[src/dcrrc_pkg.sv]
// Package for the daisy-chain read-all reply checker.
// Holds transfer payload types and shared constants; no dependencies.
package dcrrc_pkg;

  localparam int unsigned MAX_DEVICES_DEF = 32;
  localparam int unsigned CFG_W           = 6;
  localparam int unsigned BYTE_W          = 8;
  localparam int unsigned VALUE_W         = 16;
  localparam int unsigned DEV_IDX_W       = 5;
  localparam int unsigned HEADER_BYTES    = 4;

  localparam logic [CFG_W-1:0]  CHAIN_SIZE_RST = 6'd1;
  localparam logic [BYTE_W-1:0] CRC_POLY       = 8'hB2;

  typedef struct packed {
    logic [BYTE_W-1:0] rx_byte;
    logic              first_byte;
  } in_t;

  typedef struct packed {
    logic [VALUE_W-1:0]   device_value;
    logic [DEV_IDX_W-1:0] device_index;
    logic [BYTE_W-1:0]    register_address;
    logic [BYTE_W-1:0]    check_byte;
    logic                 status;
    logic                 last;
  } out_t;

endpackage

[src/dcrrc_ram.sv]
// Generic single-write, single-read RAM with registered read data.
// No dependencies.
module dcrrc_ram #(
  parameter int unsigned Width = 16,
  parameter int unsigned Depth = 32,
  localparam int unsigned AddrW = (Depth > 1) ? $clog2(Depth) : 1
) (
  input  logic             clk_i,
  input  logic             we_i,
  input  logic [AddrW-1:0] waddr_i,
  input  logic [Width-1:0] wdata_i,
  input  logic             re_i,
  input  logic [AddrW-1:0] raddr_i,
  output logic [Width-1:0] rdata_o
);

  logic [Width-1:0] mem_q [Depth];
  logic [Width-1:0] rdata_q;

  always_ff @(posedge clk_i) begin
    if (we_i) begin
      mem_q[waddr_i] <= wdata_i;
    end
    if (re_i) begin
      rdata_q <= mem_q[raddr_i];
    end
  end

  assign rdata_o = rdata_q;

endmodule

[src/daisy_chain_readall_response_checker_core.sv]
// Read-all reply checker: parses reply bytes, runs a bit-serial CRC-8 and
// emits one result per device, or one error result on a CRC mismatch. Depends on dcrrc_pkg and dcrrc_ram.

// Each accepted reply byte before the PEC is taken in the transfer cycle and
// then fed through the bit-serial CRC-8 (reflected, poly 0xB2), which shifts
// one bit per cycle; the input is stalled meanwhile. Bytes after the PEC,
// until the next first_byte, are dropped without stalling the input. On a
// PEC match the device values are read back from the value RAM one at a time
// (RAM read, then output register load, which waits while the output is
// stalled); a mismatch gives one error result. The last result is held
// in the output register while the next byte is taken. chain_size is sampled
// per byte; 0 acts as 1 and values above MaxDevices saturate.
module daisy_chain_readall_response_checker_core #(
  parameter int unsigned MaxDevices = dcrrc_pkg::MAX_DEVICES_DEF
) (
  input  logic                        clk_i,
  input  logic                        rst_ni,
  input  logic                        cfg_we_i,
  input  logic [dcrrc_pkg::CFG_W-1:0] cfg_wdata_i,
  input  logic                        in_valid_i,
  output logic                        in_stall_o,
  input  dcrrc_pkg::in_t              in_data_i,
  output logic                        out_valid_o,
  input  logic                        out_stall_i,
  output dcrrc_pkg::out_t             out_data_o
);

  localparam int unsigned PW  = $clog2(dcrrc_pkg::HEADER_BYTES + 2 * MaxDevices + 1);
  localparam int unsigned SW  = PW + dcrrc_pkg::CFG_W;
  localparam int unsigned AW  = (MaxDevices > 1) ? $clog2(MaxDevices) : 1;
  localparam int unsigned BW  = dcrrc_pkg::BYTE_W;
  localparam int unsigned VW  = dcrrc_pkg::VALUE_W;

  localparam logic [1:0] S_IDLE = 2'd0;
  localparam logic [1:0] S_CRC  = 2'd1;
  localparam logic [1:0] S_RD   = 2'd2;
  localparam logic [1:0] S_OUT  = 2'd3;

  logic [1:0]                  state_q, state_d;
  logic [dcrrc_pkg::CFG_W-1:0] cfg_q;
  logic [PW-1:0]               pos_q, pos_d;
  logic [BW-1:0]               crc_q, crc_d;
  logic [2:0]                  bit_q, bit_d;
  logic [BW-1:0]               low_q, low_d;
  logic [BW-1:0]               reg_q, reg_d;
  logic [BW-1:0]               chk_q, chk_d;
  logic                        err_q, err_d;
  logic [AW-1:0]               k_q, k_d;
  logic [AW-1:0]               lastk_q, lastk_d;
  logic                        out_valid_q, out_valid_d;
  dcrrc_pkg::out_t             out_q, out_d;

  logic [SW-1:0] n_s;
  logic [PW-1:0] n_dev, len, p, off;
  logic [BW-1:0] crc_base;
  logic          accept, out_free, is_last;
  logic          ram_we, ram_re;
  logic [VW-1:0] ram_rdata;

  assign in_stall_o  = (state_q != S_IDLE);
  assign accept      = in_valid_i && !in_stall_o;
  assign out_free    = !out_valid_q || !out_stall_i;
  assign out_valid_o = out_valid_q;
  assign out_data_o  = out_q;
  assign is_last     = err_q || (k_q == lastk_q);

  always_comb begin
    n_s = SW'(cfg_q);
    if (n_s == '0) begin
      n_s = SW'(1);
    end
    if (n_s > SW'(MaxDevices)) begin
      n_s = SW'(MaxDevices);
    end
  end

  assign n_dev    = PW'(n_s);
  assign len      = (n_dev << 1) + PW'(dcrrc_pkg::HEADER_BYTES);
  assign p        = in_data_i.first_byte ? '0 : pos_q;
  assign crc_base = in_data_i.first_byte ? '0 : crc_q;
  assign off      = p - PW'(2);

  always_comb begin
    state_d     = state_q;
    pos_d       = pos_q;
    crc_d       = crc_q;
    bit_d       = bit_q;
    low_d       = low_q;
    reg_d       = reg_q;
    chk_d       = chk_q;
    err_d       = err_q;
    k_d         = k_q;
    lastk_d     = lastk_q;
    out_valid_d = out_valid_q;
    out_d       = out_q;
    ram_we      = 1'b0;
    ram_re      = 1'b0;

    if (out_valid_q && !out_stall_i) begin
      out_valid_d = 1'b0;
    end

    unique case (state_q)
      S_IDLE: begin
        if (accept) begin
          pos_d = p;
          crc_d = crc_base;
          if (p < len) begin
            if (p == len - PW'(1)) begin
              pos_d   = len;
              k_d     = '0;
              lastk_d = AW'(n_dev - PW'(1));
              if (in_data_i.rx_byte == crc_base) begin
                err_d   = 1'b0;
                state_d = S_RD;
              end else begin
                err_d   = 1'b1;
                state_d = S_OUT;
              end
            end else begin
              crc_d   = crc_base ^ in_data_i.rx_byte;
              bit_d   = '0;
              pos_d   = p + PW'(1);
              state_d = S_CRC;
              if (p == PW'(1)) begin
                reg_d = in_data_i.rx_byte;
              end else if (p >= PW'(2) && p < (n_dev << 1) + PW'(2)) begin
                if (!off[0]) begin
                  low_d = in_data_i.rx_byte;
                end else begin
                  ram_we = 1'b1;
                end
              end else if (p == (n_dev << 1) + PW'(2)) begin
                chk_d = in_data_i.rx_byte;
              end
            end
          end
        end
      end
      S_CRC: begin
        crc_d = crc_q[0] ? ((crc_q >> 1) ^ dcrrc_pkg::CRC_POLY) : (crc_q >> 1);
        bit_d = bit_q + 3'd1;
        if (bit_q == 3'd7) begin
          state_d = S_IDLE;
        end
      end
      S_RD: begin
        ram_re  = 1'b1;
        state_d = S_OUT;
      end
      S_OUT: begin
        if (out_free) begin
          out_valid_d            = 1'b1;
          out_d.device_value     = err_q ? '0 : ram_rdata;
          out_d.device_index     = err_q ? '0 : dcrrc_pkg::DEV_IDX_W'(k_q);
          out_d.register_address = reg_q;
          out_d.check_byte       = chk_q;
          out_d.status           = err_q;
          out_d.last             = is_last;
          if (is_last) begin
            state_d = S_IDLE;
          end else begin
            k_d     = k_q + AW'(1);
            state_d = S_RD;
          end
        end
      end
      default: state_d = S_IDLE;
    endcase
  end

  always_ff @(posedge clk_i or negedge rst_ni) begin
    if (!rst_ni) begin
      state_q     <= S_IDLE;
      cfg_q       <= dcrrc_pkg::CHAIN_SIZE_RST;
      pos_q       <= '0;
      crc_q       <= '0;
      bit_q       <= '0;
      low_q       <= '0;
      reg_q       <= '0;
      chk_q       <= '0;
      err_q       <= 1'b0;
      k_q         <= '0;
      lastk_q     <= '0;
      out_valid_q <= 1'b0;
    end else begin
      state_q     <= state_d;
      pos_q       <= pos_d;
      crc_q       <= crc_d;
      bit_q       <= bit_d;
      low_q       <= low_d;
      reg_q       <= reg_d;
      chk_q       <= chk_d;
      err_q       <= err_d;
      k_q         <= k_d;
      lastk_q     <= lastk_d;
      out_valid_q <= out_valid_d;
      if (cfg_we_i) begin
        cfg_q <= cfg_wdata_i;
      end
    end
  end

  always_ff @(posedge clk_i) begin
    out_q <= out_d;
  end

  dcrrc_ram #(
    .Width (VW),
    .Depth (MaxDevices)
  ) u_value_ram (
    .clk_i   (clk_i),
    .we_i    (ram_we),
    .waddr_i (off[AW:1]),
    .wdata_i ({in_data_i.rx_byte, low_q}),
    .re_i    (ram_re),
    .raddr_i (k_q),
    .rdata_o (ram_rdata)
  );

  a_err_result_form: assert property (@(posedge clk_i) disable iff (!rst_ni)
    out_valid_o && out_data_o.status |-> out_data_o.last && out_data_o.device_value == '0)
    else $error("error result not marked last or has nonzero value");

  a_pos_bound: assert property (@(posedge clk_i) disable iff (!rst_ni)
    pos_q <= PW'(dcrrc_pkg::HEADER_BYTES + 2 * MaxDevices))
    else $error("byte position beyond longest reply");

  a_ram_write_on_transfer: assert property (@(posedge clk_i) disable iff (!rst_ni)
    ram_we |-> accept)
    else $error("value store written without an input transfer");

  a_index_bound: assert property (@(posedge clk_i) disable iff (!rst_ni)
    (state_q == S_RD || state_q == S_OUT) |-> k_q <= lastk_q)
    else $error("result index past last device");

  a_emit_blocks_input: assert property (@(posedge clk_i) disable iff (!rst_ni)
    (state_q == S_OUT && !is_last) |=> in_stall_o)
    else $error("input taken in the middle of a result burst");

endmodule
[config.mk]
export PLATFORM = sky130hd
export DESIGN_NAME = daisy_chain_readall_response_checker_core
export DESIGN_NICKNAME = d
export VERILOG_FILES = /design/src/dcrrc_pkg.sv /design/src/dcrrc_ram.sv /design/src/daisy_chain_readall_response_checker_core.sv
export SDC_FILE = /design/constraint.sdc
export NUM_CORES = 1
export LEC_CHECK = 0
export BUFFER_PORTS_ARGS = -buffer_cell sky130_fd_sc_hd__buf_2
export CAP_MARGIN = 15
export CORE_UTILIZATION = 50
export DETAILED_ROUTE_END_ITERATION = 6
export GPL_ROUTABILITY_DRIVEN = 0
export MAX_ROUTING_LAYER = met4
export PLACE_DENSITY = 0.66
export SLEW_MARGIN = 25
export SYNTH_ARGS = -nofsm -noshare
export SYNTH_HDL_FRONTEND = slang
export SYNTH_SLANG_ARGS = --single-unit
[constraint.sdc]
create_clock -name clk_i -period 5.85 [get_ports clk_i]
set_input_delay 0.585 -clock clk_i [delete_from_list [all_inputs] [get_ports clk_i]]
set_output_delay 0.585 -clock clk_i [all_outputs]
set_load 0.005 [all_outputs]
==> impl_metrics.env <==
export IMPL_run_status="completed"
export IMPL_post_cts_setup_buffer_count=0
export IMPL_synthesis_instances=1288
export IMPL_holdCritPathClass="input pin to asynchronous set/reset pin"
export IMPL_drive_gt1_share_pct=32.0
export IMPL_ys_types=73
export IMPL_slew_headroom_pct=28.4
export IMPL_synth_seq_cells=629
export IMPL_cts_tree="built"
export IMPL_number_of_inserted_filler_cells_in_the_final_layout=3784
export IMPL_fin_nets=1440
export IMPL_yosysSeqAreaShare_pct=72.8
export IMPL_portBuffers=60
export IMPL_ys_flop_type="edfxtp_1"
export IMPL_worst_setup_path_startpoint="cfg_q[4]$_DFFE_PN0P_"
export IMPL_p_clk_share_pct=29.0
export IMPL_postSynthNetCount=1332
export IMPL_swShare_pct=29.5
export IMPL_cp_top_family="simple AND/OR/NAND/NOR gates"
export IMPL_cp_num_cells=16
export IMPL_cts_clk_slew_worst_paths_ns=0.06
export IMPL_drt_pass1_iter_count=5
export IMPL_power_switching_w=0.00395
export IMPL_grt_antenna_before_repair=1
export IMPL_postLayoutCoreUtil_pct=57.5
export IMPL_crit_top_cell="ha_1"
export IMPL_yosysTopAreaCellShare_pct=66.7
export IMPL_slew_violations=0
export IMPL_cap_violations=0
export IMPL_number_of_flops_mapped_to_enable_cells_by_yosys=567
export IMPL_routedWlPerCell_um=27.1
export IMPL_final_hold_violation_count=0
export IMPL_cts_buffer_depth=3
export IMPL_timing_worst_slew_pin_value_ns=1.07
export IMPL_layout_cells_most_common="edfxtp_1"
export IMPL_drcViolationCount=0
export IMPL_tritoncts_num_sinks=629
export IMPL_cp_data_arrival_time_ns=5.29
export IMPL_post_drt_via_cell_ratio=6.05
export IMPL_skew_ns=0.0194
export IMPL_yosysWarnings=0
export IMPL_grt_setup_unrepaired="no"
export IMPL_worst_path_buf_inv=2
export IMPL_initial_utilization_pct=50.8
export IMPL_critPathRequiredTime_ns=6.14
export IMPL_power_share_sequential_pct=44.7
export IMPL_worst_path_fanout_max=16
export IMPL_max_freq_mhz=200
export IMPL_critical_path_endpoint="u_value_ram.mem_q[4][13]$_DFFE_PP_"
export IMPL_leakagePower_nw=9.55
export IMPL_worst_slack_ns=0.851
export IMPL_p_int_w=0.00946
export IMPL_grtUsageTotal_pct=23.3
export IMPL_post_synth_main_area_contributors="edfxtp_1 67%, mux4_2 14%, dfrtp_1 6.0%"
export IMPL_core_mm2=0.0503
export IMPL_r2r_end="u_value_ram.mem_q[4][13]$_DFFE_PP_"
export IMPL_post_synth_instance_area_mm2=0.0255
export IMPL_critical_path_reg2reg_startpoint="cfg_q[4]$_DFFE_PN0P_"
export IMPL_worst_path_largest_cell_delay_ns=0.61
export IMPL_inserted_clock_buffers=61
export IMPL_rrSetupSlack_ns=0.85
export IMPL_design_portCount=61
export IMPL_finalWorstPathRequiredPeriod_ns=5.00
export IMPL_placement_setup_worst_slack_ns=0.947
export IMPL_crit_chain="nor4_1 > o21ai_1 > inv_1 > ha_1 > nand3_1 > xnor2_1 > nand2_1 > ha_1 > nand4_1 > o21bai_1 > o2111ai_1 > or3_1 > a311oi_4 > nand4b_2 > nor2_2 > buf_4"
export IMPL_share_comb_of_total_power_pct=26.3
export IMPL_setup_worst_path_end_class="flip-flop"
export IMPL_cpMaxStageDelayCell="nand4b_2"
export IMPL_async_set_or_reset_flop_fraction_in_the_synthesized_netlist_pct=9.86
export IMPL_first_pass_grt_wire_length_mm=85.4
export IMPL_post_synth_cell_area_avg_um2=19.8
export IMPL_post_route_period_util_pct=85.4
export IMPL_resized_cells_post_cts=0
export IMPL_timing_worst_setup_path_type="flip-flop to flip-flop"
export IMPL_critical_path_startpoint_type="flip-flop"
export IMPL_number_of_global_route_vias_before_repair=12836
export IMPL_final_setup_viol_count=0
export IMPL_finalWirelength_mm=57.5
export IMPL_die_width_um=228
export IMPL_dpl_hpwl_mm=35.1
export IMPL_post_synth_top_area_cell="edfxtp_1"
export IMPL_h_tree_depth=2
export IMPL_rows=82
export IMPL_die_area_mm2=0.0519
export IMPL_power_density_cell_area_mw_per_mm2=464
export IMPL_rr_worst_depth=16
export IMPL_detailroute_via_count=12810
export IMPL_hold_buffers=0
export IMPL_initial_drt_markers=1438
export IMPL_most_common_layout_cells="567 x edfxtp_1, 160 x mux4_2, 63 x clkbuf_16"
export IMPL_power_ir_vdd_worst_mv=0.707
export IMPL_area_growth_syn_to_layout_pct=13.2
export IMPL_die_h_um=228
export IMPL_postRouteAntennaNets=0
export IMPL_clock_insertion_delay_worst_skew_ns=0.62
export IMPL_grt_overflow=0
export IMPL_clockRootBuffer="clkbuf_16"
export IMPL_grt_start_max_net_pins=80
export IMPL_finalSetupTns_ns=0
-- how the worst min path moves through the flow --
stage	cells after the start	end	from
after detailed placement	0	out_data_o[4]$_DFFE_PP_	chk_q[2]$_DFFE_PN0P_
after floorplan	0	bit_q[0]$_DFFE_PN0P_	rst_ni
final	2	reg_q[0]$_DFFE_PN0P_	rst_ni
after global placement	0	out_data_o[14]$_DFFE_PP_	reg_q[4]$_DFFE_PN0P_
after CTS	2	reg_q[5]$_DFFE_PN0P_	rst_ni
after global routing	2	reg_q[0]$_DFFE_PN0P_	rst_ni
-- cells in the mapped netlist (13+ instances only) --
master	count
mux2_2	49
nor2b_1	31
mux4_2	160
xnor2_1	16
edfxtp_1	567
dfrtp_1	61
o21ai_0	20
buf_1	13
nand2_1	40
a21oi_1	17
nor2_1	61
nand3_1	18
clkbuf_1	44
inv_1	13
ha_1	24
nor3_1	14
-- area by class of cell --
cell class              instances  area, um2  area share [%]
flip-flops and latches        629      18600            64.4
multi-input cells             573       6670            23.1
clock buffers                  75       1620            5.61
well taps                     672        841            2.91
repair buffers                115        741            2.56
clock inverters                38        364            1.26
inverters                      16       62.6           0.217
diodes                          1       2.50         0.00866
-- routing by layer --
layer  up-vias  share of wire (%)  track usage (%)
met3        67                6.9             4.20
met5         -                  0                -
li1       5453                  -                -
met1      6807                 44             33.8
met2       483                 47             34.5
met4         0                1.9             5.85
-- sequential cells by signal, indices dropped and copies added, names as in the netlist --
register             flops
err_q                    1
out_data_o              39
k_q                      5
u_value_ram.mem_q      512
u_value_ram.rdata_o     16
low_q                    8
cfg_q                    6
state_q                  2
pos_q                    7
out_valid_o              1
reg_q                    8
lastk_q                  5
chk_q                    8
bit_q                    3
crc_q                    8
-- cell families after synthesis --
group           Yosys count  synth area share [%]
xor+xnor                 27                  1.14
simple gates            211                  4.25
compound gates           96                  2.71
mux                     215                  16.5
buf+inv                  86                  1.37
flops                   629                  72.8
fa+ha+maj                24                  1.18
-- power by group through the flow --
stage                     registers [W]  clock network, W  logic [W]
final                           0.00599           0.00389    0.00353
after global placement          0.00607                 0    0.00354
after global routing            0.00605           0.00412    0.00377
after CTS                       0.00600           0.00395    0.00358
after floorplan                 0.00584                 0    0.00247
after detailed placement        0.00609                 0    0.00357
-- worst register-to-register path: stages (launching register included) --
cell and delay (ns):
dfrtp_1 0.47, nor4_1 0.10, o21ai_1 0.54, inv_1 0.22
ha_1 0.27, nand3_1 0.11, xnor2_1 0.13, nand2_1 0.09
ha_1 0.31, nand4_1 0.13, o21bai_1 0.12, o2111ai_1 0.15
or3_1 0.46, a311oi_4 0.43, nand4b_2 0.61, nor2_2 0.28
buf_4 0.28
-- through the flow --
stage	hold slack (ns)	instances	power, W	cell area [um2]
3_3_place_gp	0.426	2005	0.00961	26900
6_report	0.156	2119	0.0134	28900
4_1_cts	0.152	2118	0.0135	28900
2_1_floorplan	0.289	1288	0.00831	25500
5_1_grt	0.208	2119	0.0139	28900
3_5_place_dp	0.428	2005	0.00966	26900
Power figures use the tool's default switching activity.
